===== src/rtl/msog_pkg.sv =====
// Shared types, register codes and size limits for the matrix scan order generator.
// Used by msog_walk, matrix_scan_order_generator and msog_checker; depends on nothing.
package msog_pkg;

	// Largest matrix accepted without a size error.
	localparam int MAX_ROWS = 16;
	localparam int MAX_COLS = 16;

	// Widths of the configuration registers and the result fields.
	localparam int DimW   = 5;
	localparam int ModeW  = 3;
	localparam int IdxW   = 4;
	localparam int SeqW   = 9;
	localparam int CfgW   = 5;
	localparam int CfgIdW = 2;

	// Size limits widened so that they can be compared with a register value.
	localparam logic [DimW+1:0] MaxRowsW = (DimW + 2)'(MAX_ROWS);
	localparam logic [DimW+1:0] MaxColsW = (DimW + 2)'(MAX_COLS);

	// Configuration register indexes.
	typedef enum logic [CfgIdW-1:0] {
		REG_ROW_COUNT = 2'd0,
		REG_COL_COUNT = 2'd1,
		REG_SCAN_MODE = 2'd2
	} cfg_reg_t;

	// Scan orders; codes above the column snake behave as a raster.
	typedef enum logic [ModeW-1:0] {
		MODE_RASTER    = 3'd0,
		MODE_DIAG_DR   = 3'd1,
		MODE_DIAG_UL   = 3'd2,
		MODE_ROW_SNAKE = 3'd3,
		MODE_COL_SNAKE = 3'd4
	} scan_mode_t;

	// Position of the walker between transactions.
	typedef struct packed {
		logic [DimW-1:0] row;
		logic [DimW-1:0] col;
		logic [SeqW-1:0] count;
		logic [DimW-1:0] diag;
		logic            second;
		logic            active;
	} walk_state_t;

	// One result transaction.
	typedef struct packed {
		logic [IdxW-1:0] row_index;
		logic [IdxW-1:0] col_index;
		logic [SeqW-1:0] seq_value;
		logic            last_cell;
		logic            size_error;
	} walk_result_t;

endpackage


===== src/rtl/matrix_scan_order_generator.sv =====
// Output: each result is registered in the output register, or in the skid stage
// while that is stalled. Throughput: one cell per clock cycle while out_stall is low;
// the walk step is combinational, and a two-entry output register lets a transaction
// in while a result is stalled. Reset: arst_n clears the walker to idle, the result
// stages to empty and the registers to a 1 x 1 raster scan.
module matrix_scan_order_generator (
	input  logic                          clk,
	input  logic                          arst_n,
	input  logic                          cfg_write,
	input  logic [msog_pkg::CfgIdW-1:0]   cfg_index,
	input  logic [msog_pkg::CfgW-1:0]     cfg_data,
	input  logic                          in_valid,
	output logic                          in_stall,
	input  logic                          restart,
	output logic                          out_valid,
	input  logic                          out_stall,
	output logic [msog_pkg::IdxW-1:0]     row_index,
	output logic [msog_pkg::IdxW-1:0]     col_index,
	output logic [msog_pkg::SeqW-1:0]     seq_value,
	output logic                          last_cell,
	output logic                          size_error
);
	import msog_pkg::*;

	logic [DimW-1:0]  row_count_q;
	logic [DimW-1:0]  col_count_q;
	logic [ModeW-1:0] scan_mode_q;
	walk_state_t      state_q;
	walk_state_t      next_state;
	walk_result_t     step_result;
	walk_result_t     main_q;
	walk_result_t     skid_q;
	logic             main_valid_q;
	logic             skid_valid_q;
	logic             in_fire;
	logic             out_free;

	// Configuration registers; a write to any of them sends the walker idle.
	always_ff @(posedge clk or negedge arst_n) begin
		if (!arst_n) begin
			row_count_q <= DimW'(1);
			col_count_q <= DimW'(1);
			scan_mode_q <= ModeW'(MODE_RASTER);
		end else if (cfg_write) begin
			unique case (cfg_reg_t'(cfg_index))
				REG_ROW_COUNT: row_count_q <= cfg_data[DimW-1:0];
				REG_COL_COUNT: col_count_q <= cfg_data[DimW-1:0];
				REG_SCAN_MODE: scan_mode_q <= cfg_data[ModeW-1:0];
				default: begin
				end
			endcase
		end
	end

	msog_walk u_walk (
		.state      (state_q),
		.row_count  (row_count_q),
		.col_count  (col_count_q),
		.scan_mode  (scan_mode_q),
		.restart    (restart),
		.next_state (next_state),
		.result     (step_result)
	);

	assign in_stall = skid_valid_q;
	assign in_fire  = in_valid && !skid_valid_q;
	assign out_free = !main_valid_q || !out_stall;

	// Walker position; a write to an index with no register leaves it alone.
	always_ff @(posedge clk or negedge arst_n) begin
		if (!arst_n) begin
			state_q <= '0;
		end else if (cfg_write && (cfg_index <= REG_SCAN_MODE)) begin
			state_q.active <= 1'b0;
		end else if (in_fire) begin
			state_q <= next_state;
		end
	end

	// Valid flags of the output register and its skid stage.
	always_ff @(posedge clk or negedge arst_n) begin
		if (!arst_n) begin
			main_valid_q <= 1'b0;
			skid_valid_q <= 1'b0;
		end else if (out_free) begin
			main_valid_q <= skid_valid_q || in_fire;
			skid_valid_q <= 1'b0;
		end else if (in_fire) begin
			skid_valid_q <= 1'b1;
		end
	end

	// Result payloads.
	always_ff @(posedge clk) begin
		if (out_free) begin
			if (skid_valid_q) begin
				main_q <= skid_q;
			end else if (in_fire) begin
				main_q <= step_result;
			end
		end else if (in_fire) begin
			skid_q <= step_result;
		end
	end

	assign out_valid  = main_valid_q;
	assign row_index  = main_q.row_index;
	assign col_index  = main_q.col_index;
	assign seq_value  = main_q.seq_value;
	assign last_cell  = main_q.last_cell;
	assign size_error = main_q.size_error;

endmodule


===== src/rtl/msog_walk.sv =====
// Next-cell logic of the matrix scan order generator: one step of the walk.
// Purely combinational; depends on msog_pkg.
module msog_walk (
	input  msog_pkg::walk_state_t        state,
	input  logic [msog_pkg::DimW-1:0]    row_count,
	input  logic [msog_pkg::DimW-1:0]    col_count,
	input  logic [msog_pkg::ModeW-1:0]   scan_mode,
	input  logic                         restart,
	output msog_pkg::walk_state_t        next_state,
	output msog_pkg::walk_result_t       result
);
	import msog_pkg::*;

	scan_mode_t      mode;
	walk_state_t     cur;
	logic            size_bad;
	logic            more;
	logic            row_inc_ok;
	logic            col_inc_ok;
	logic            diag_lt_rows;
	logic            diag_lt_cols;
	logic [DimW-1:0] rows_m1;
	logic [DimW-1:0] cols_m1;

	// Out-of-range mode codes fall back to the raster order.
	always_comb begin
		if (scan_mode > ModeW'(MODE_COL_SNAKE)) begin
			mode = MODE_RASTER;
		end else begin
			mode = scan_mode_t'(scan_mode);
		end
	end

	assign size_bad = (row_count == '0) || ({2'b00, row_count} > MaxRowsW) ||
	                  (col_count == '0) || ({2'b00, col_count} > MaxColsW);
	assign rows_m1  = row_count - DimW'(1);
	assign cols_m1  = col_count - DimW'(1);

	// Cell to emit: the stored position, or the first cell of a fresh scan.
	always_comb begin
		cur = state;
		if (restart || !state.active) begin
			cur.count  = '0;
			cur.second = 1'b0;
			cur.row    = '0;
			cur.col    = '0;
			cur.diag   = '0;
			unique case (mode)
				MODE_DIAG_DR: begin
					cur.col  = cols_m1;
					cur.diag = cols_m1;
				end
				MODE_DIAG_UL, MODE_ROW_SNAKE: begin
					cur.row = rows_m1;
				end
				default: begin
				end
			endcase
		end
	end

	// Bounds checks on the emitted cell and the diagonal start.
	assign row_inc_ok   = ({1'b0, cur.row} + (DimW + 1)'(1)) < {1'b0, row_count};
	assign col_inc_ok   = ({1'b0, cur.col} + (DimW + 1)'(1)) < {1'b0, col_count};
	assign diag_lt_rows = ({1'b0, cur.diag} + (DimW + 1)'(1)) < {1'b0, row_count};
	assign diag_lt_cols = ({1'b0, cur.diag} + (DimW + 1)'(1)) < {1'b0, col_count};

	// Move to the following cell in the selected order.
	always_comb begin
		next_state       = cur;
		next_state.count = cur.count + SeqW'(1);
		more             = 1'b0;
		unique case (mode)
			MODE_DIAG_DR: begin
				if (row_inc_ok && col_inc_ok) begin
					next_state.row = cur.row + DimW'(1);
					next_state.col = cur.col + DimW'(1);
					more           = 1'b1;
				end else if (!cur.second) begin
					if (cur.diag != '0) begin
						next_state.diag = cur.diag - DimW'(1);
						next_state.row  = '0;
						next_state.col  = cur.diag - DimW'(1);
						more            = 1'b1;
					end else if (row_count > DimW'(1)) begin
						next_state.second = 1'b1;
						next_state.diag   = DimW'(1);
						next_state.row    = DimW'(1);
						next_state.col    = '0;
						more              = 1'b1;
					end
				end else if (diag_lt_rows) begin
					next_state.diag = cur.diag + DimW'(1);
					next_state.row  = cur.diag + DimW'(1);
					next_state.col  = '0;
					more            = 1'b1;
				end
			end
			MODE_DIAG_UL: begin
				if ((cur.row != '0) && (cur.col != '0)) begin
					next_state.row = cur.row - DimW'(1);
					next_state.col = cur.col - DimW'(1);
					more           = 1'b1;
				end else if (!cur.second) begin
					if (diag_lt_cols) begin
						next_state.diag = cur.diag + DimW'(1);
						next_state.row  = rows_m1;
						next_state.col  = cur.diag + DimW'(1);
						more            = 1'b1;
					end else if (row_count >= DimW'(2)) begin
						next_state.second = 1'b1;
						next_state.diag   = row_count - DimW'(2);
						next_state.row    = row_count - DimW'(2);
						next_state.col    = cols_m1;
						more              = 1'b1;
					end
				end else if (cur.diag != '0) begin
					next_state.diag = cur.diag - DimW'(1);
					next_state.row  = cur.diag - DimW'(1);
					next_state.col  = cols_m1;
					more            = 1'b1;
				end
			end
			MODE_ROW_SNAKE: begin
				// Rows an even distance above the bottom run left to right.
				if ((row_count[0] ^ cur.row[0]) && col_inc_ok) begin
					next_state.col = cur.col + DimW'(1);
					more           = 1'b1;
				end else if (!(row_count[0] ^ cur.row[0]) && (cur.col != '0)) begin
					next_state.col = cur.col - DimW'(1);
					more           = 1'b1;
				end else if (cur.row != '0) begin
					next_state.row = cur.row - DimW'(1);
					more           = 1'b1;
				end
			end
			MODE_COL_SNAKE: begin
				// Even columns run downwards, odd columns upwards.
				if (!cur.col[0] && row_inc_ok) begin
					next_state.row = cur.row + DimW'(1);
					more           = 1'b1;
				end else if (cur.col[0] && (cur.row != '0)) begin
					next_state.row = cur.row - DimW'(1);
					more           = 1'b1;
				end else if (col_inc_ok) begin
					next_state.col = cur.col + DimW'(1);
					more           = 1'b1;
				end
			end
			default: begin
				if (col_inc_ok) begin
					next_state.col = cur.col + DimW'(1);
					more           = 1'b1;
				end else if (row_inc_ok) begin
					next_state.row = cur.row + DimW'(1);
					next_state.col = '0;
					more           = 1'b1;
				end
			end
		endcase
		next_state.active = more;

		result.row_index  = cur.row[IdxW-1:0];
		result.col_index  = cur.col[IdxW-1:0];
		result.seq_value  = next_state.count;
		result.last_cell  = !more;
		result.size_error = 1'b0;

		// An illegal size gives an error result and leaves the walker idle.
		if (size_bad) begin
			next_state        = state;
			next_state.active = 1'b0;
			result            = '0;
			result.size_error = 1'b1;
		end
	end

endmodule


===== config.mk =====
export PLATFORM = sky130hd
export DESIGN_NAME = matrix_scan_order_generator
export DESIGN_NICKNAME = d
export VERILOG_FILES = /design/src/rtl/msog_pkg.sv /design/src/rtl/matrix_scan_order_generator.sv /design/src/rtl/msog_walk.sv
export SDC_FILE = /design/constraint.sdc
export NUM_CORES = 1
export LEC_CHECK = 0
export BUFFER_PORTS_ARGS = -buffer_cell sky130_fd_sc_hd__buf_4
export CAP_MARGIN = 20
export CORE_MARGIN = 2
export CORE_UTILIZATION = 40
export DETAILED_ROUTE_END_ITERATION = 16
export GPL_TIMING_DRIVEN = 0
export PLACE_DENSITY = 0.56
export SLEW_MARGIN = 20
export SYNTH_ARGS = -nofsm -noshare
export SYNTH_HDL_FRONTEND = slang
export SYNTH_SLANG_ARGS = --single-unit

===== constraint.sdc =====
create_clock -name clk -period 10.1 [get_ports clk]
set_input_delay 2.02 -clock clk [delete_from_list [all_inputs] [get_ports clk]]
set_output_delay 2.02 -clock clk [all_outputs]
set_load 0.005 [all_outputs]

# == Word level (Yosys, flattened, before mapping) ==
# Index checks and enable logic that the tools add are counted.
# W data, S select, Z words.
# word_totals
register_bits,79
wordCells,161
output_inout_bits,21
# op_classes
n_eq_ne,6
reduce_logical,37
n_bitwise,4
muxes,70
n_addsub,13
n_lt_le_gt_ge,10
# ops
op,count
$mux W10,11
$mux W5,20
$mux W19,3
$pmux W10 S4,1
$mux W1,27
$mux W25,1
$sub A5 B1 Y5 const B,5
$lt A6 B5 Y1,4
$mux W6,4
$add A5 B1 Y6 const B,3
$add A5 B1 Y5 const B,3
$reduce_bool A5 Y1,3
$pmux W6 S2,1
$gt A5 B5 Y1 const B,2
$logic_not A5 Y1,2
$reduce_and A2 Y1,5
$add A9 B1 Y9 const B,1
$logic_and A1 B1 Y1,8
$logic_not A1 Y1,7
$eq A3 B2 Y1 const B,2
$logic_or A1 B1 Y1,6
$reduce_bool A2 Y1,3
$ge A5 B2 Y1 const B,1
$gt A5 B1 Y1 const B,1
other kinds (14),16

# == Longest topological paths before layout ==
# logic_depth
depth_word,16
depth_mapped,21

# == By module ==
# A second synthesis with hierarchy kept.
# hier_totals
cells_unflattened,851
area_unflattened_um2,7400.8
# modules_own_cells
mod,area_per_inst_um2,n_inst,seq_area_each_um2,cells_each
msog_walk,4455.5,1,0.0,697
matrix_scan_order_generator,2945.3,1,2169.6,154

# == Worst setup path after synthesis ==
# No wires, ideal clock.
# synth_path
kind,input to register
start,input restart
end,register state_q[22] (netlist name)
t_arrival_ps,5823
stages,20
required_time_ps,9951
slack_ps,4127
path_cell_list,nor2b_1 -> buf_2 -> buf_2 -> buf_2 -> nand2_1 -> a21boi_1 -> inv_1 -> ha_1 -> inv_1 -> nor3_1 -> xnor2_1 -> ha_1 -> a21o_1 -> a31oi_1 -> o31ai_2 -> buf_2 -> nor2_1 -> o22ai_1 -> a2111oi_0 -> a41oi_1
# synth_via
elab_chain_cells,8
# synth_rtl
item,line_no,source
from (decl),matrix_scan_order_generator.sv:14,"input logic restart,"
$logic_or A1 B1 Y1 (*),msog_walk.sv:42,if (restart || !state.active) begin
$mux W25 (*),msog_walk.sv:42,
$add A5 B1 Y6 / $xor A1 B1 Y1 (equally long branches),n/a,
$lt A6 B5 Y1 (tied with other cells),msog_walk.sv:66,"assign diag_lt_cols = ({1'b0, cur.diag} + (DimW + 1)'(1)) < {1'b0, col_count};"
$mux W10 (tied with other cells),msog_walk.sv:105,if (diag_lt_cols) begin
$mux W10 (tied with other cells),msog_walk.sv:104,end else if (!cur.second) begin
$mux W10 (tied with other cells),msog_walk.sv:100,if ((cur.row != '0) && (cur.col != '0)) begin
$pmux W10 S4 (*),msog_walk.sv:73,unique case (mode)
to (signal assigned),matrix_scan_order_generator.sv:76,state_q <= next_state;
to (decl),matrix_scan_order_generator.sv:28,walk_state_t state_q;
# Mark *: on every way between the ends. The rest lies on a longest branch, timed or not.
# A chain may end at the register's enable or synchronous reset.

# == Worst setup path after layout ==
# layout_path
start,input restart
end,register state_q[5] (netlist name)
# layout_via
elab_chain_cells,8
# layout_rtl
item,line_no
$logic_or A1 B1 Y1 (*),msog_walk.sv:42
$mux W25 (*),msog_walk.sv:42
$add A5 B1 Y6,"msog_walk.sv:65, msog_walk.sv:66"
"$lt A6 B5 Y1, on equally long branches","msog_walk.sv:66, msog_walk.sv:65"
"$mux W5, on equally long branches","msog_walk.sv:105, msog_walk.sv:92"
"$mux W5, on equally long branches","msog_walk.sv:104, msog_walk.sv:79"
"$mux W6, on equally long branches","msog_walk.sv:100, msog_walk.sv:75"
$pmux W6 S2 (*),msog_walk.sv:73
# Marks and branches as above.

==> flow_summary.toml <==
[floorplanning]
core_area_um2 = 17420
die_w_um = 138.0
rows = 48
die-area_um2 = 19040
io_pins = 34
die_h_um = 138.0
initial_core_util_pct = 41.23

[sta]
slew_headroom_pct = 25.64
skew_ns = 0.01330
setup_tns_ns = 0
finalCritPeriodShare_pct = 77.31
period_needed_ns = 7.809
worst_pin_slew_ns = 1.113
maxSlewViolCount = 0
final_hold_viol_count = 0
fmax_ghz = 0.1281
rsz0062_at_grt = "false"
setup_viol_count_final = 0
fin_ws_ns = 2.291

[critical_path]
crit_start = "restart"
arrival_ns = 8.05
cp_max_fo = 10
crit_path_max_incr_delay_ns = 0.89
crit_chain = "buf_4 -> nor2b_1 -> buf_2 -> buf_2 -> buf_2 -> nand2_1 -> a21boi_1 -> inv_1 -> ha_1 -> inv_1 -> nor3_1 -> xnor2_1 -> ha_1 -> a21o_1 -> a31oi_1 -> o31a_1 -> buf_2 -> nand2_2 -> buf_2 -> a21oi_1 -> o2111ai_1 -> o22a_1"
required_ns = 10.34
path_buf_inv = 8
cp-end-kind = "register"
crit-reg2reg-launch = "state_q[0]"
cp_slowest_cell = "a21boi_1"
cp-start-kind = "input pin"
path_class = "in2reg"
critPathTopFamily = "compound AO/OA/AOI/OAI gates"
cp_common_cell = "buf_2"

[final_layout]
diodes = 0
layout-drive-gt1-share_pct = 13.47
area_growth_syn_to_layout_pct = 12.25
nNetsFinal = 953
fin_area_um2 = 8060
mostFrequentLayoutCells = "92 x nand2_1, 73 x nor2_1, 56 x o21ai_0, 53 x a21oi_1, 40 x clkbuf_1"
final_common_cell = "nand2_1"

[global_routing]
track_usage_pct = 32.10
grt_max_degree = 42
grt_pass1_vias = 6888
antenna_found_initial = 0
grt_pass1_wl_um = 44170
overflow = 0

[route]
vias = 7560
routed_wl_um = 29800
drtAntennaViolNets = 0
drt-initial-drc-count = 887
drcViolationCount = 0
vias_per_cell = 6.643
post_drt_wl_per_cell_um = 26.18
first_pass_iters = 6

[place]
dpl.hpwl_um = 22130
port_buffers = 33
pre_cts_slack_ns = 2.193
place_congestion = 1.076
dpl-instance-area_um2 = 7739

[synth]
synth_top_area_cell = "edfxtp_1"
async_flop_share_pct = 51.90
avgSynthCellArea_um2 = 8.330
netlist_instances = 862
synth_warnings = 0
yosysUniqueCellTypes = 91
post-synth-top-area-fraction_pct = 15.89
ys_seq_area_share_pct = 30.21
synthTopCellsByArea = "edfxtp_1 16%, dfrtp_1 14%, ha_1 5.6%"
synth_flop_cell = "dfrtp_1"
synth_edf_count = 38
ys_ff_latch = 79
syn_area_um2 = 7181
synth_nets = 907

[clock_network]
numCtsBuffers = 9
h-tree-depth = 3
path_clk_slew_ns = 0.06
cts_setup_buffers = 0
cts_tree = "built"
root_buffer = "clkbuf_16"
clkSinkCount = 79
clk_latency_ns = 0.36
cts_buffer_depth = 2
cts_hold_buf = 0
cts_resized = 0

[power]
report.power.total_mw = 1.962
p_per_area_nw_per_um2 = 243.4
vdd_drop_max_uv = 103.1
p_leak_nw = 2.984

[min_path]
hold_class = "reg2reg"
min-delay-start = "state_q[15]"

[flow_run]
cap_violations = 0

[run_status]
status = "finished clean"
## routing by layer
layer	vias up	global-route usage (%)	wire length, µm
li1	3370	-	-
met1	3566	41.33	11930
met2	505	51.24	13180
met3	119	6.798	3019
met4	0	15.36	1666
met5	-	0	0
## area by class of cell
| class | count | area [µm²] |
|---|---|---|
| buffer | 64 | 290.3 |
| timing repair buffer | 35 | 270.3 |
| inverter | 20 | 75.07 |
| clock buffer | 10 | 229.0 |
| sequential | 79 | 2170 |
| fill | 1808 | 9356 |
| multi-input combinational | 699 | 4652 |
| tap | 225 | 281.5 |
| clock inverter | 6 | 92.59 |
## report_power, final
group | internal [mW] | switching (mW) | leakage (nW)
combinational | 0.350 | 0.778 | 1.96
sequential | 0.401 | 0.0655 | 0.869
clock | 0.219 | 0.148 | 0.150
total | 0.970 | 0.992 | 2.98
## stage by stage
stage / util (%) / hold WS (ns) / instances
after global routing: 46.28 / 0.5206 / 1138
after detailed placement: 44.43 / 0.4854 / 1122
after global placement: 44.27 / 0.4832 / 1120
after floorplan: - / 0.4534 / 862
after CTS: 46.28 / 0.4941 / 1138
final: 46.28 / 0.4956 / 1138
## cells in the mapped netlist (20+ instances only)
library cell,number
nand2_1,92
nor2_1,74
o21ai_0,56
a21oi_1,54
clkbuf_1,39
dfrtp_1,39
edfxtp_1,38
ha_1,32
nand3_1,29
xnor2_1,29
a31oi_1,28
nor3_1,27
o31ai_1,26
o211ai_1,24
inv_1,20
## flip-flops by register name (all words and copies together) (netlist names)
register     cells
out_valid        1
col_index        4
last_cell        1
row_index        4
scan_mode_q      3
state_q         26
in_stall         1
row_count_q      5
seq_value        9
skid_q          19
size_error       1
col_count_q      5
## final timing paths
kind,end,slack (ns),cells after the start
setup reg to reg,state_q[5],3.54,21
hold reg to reg,state_q[15],0.50,1
min in group asynchronous,col_count_q[2],1.67,1
setup / recovery,state_q[5],2.29,22
max in group asynchronous,state_q[16],8.01,1
hold / removal,state_q[15],0.50,1
## cells by family (layout without fill, tap and decap cells)
group           Yosys count  in the layout  synth area share (%)
mux                      27             27                 4.130
buf+inv                  84            135                 5.088
xor+xnor                 36             36                 4.391
simple gates            296            296                 19.76
flops                    79             79                 30.21
compound gates          307            307                 30.70
fa+ha+maj                33             33                 5.715
No activity file was read; power rests on OpenSTA's default activity.
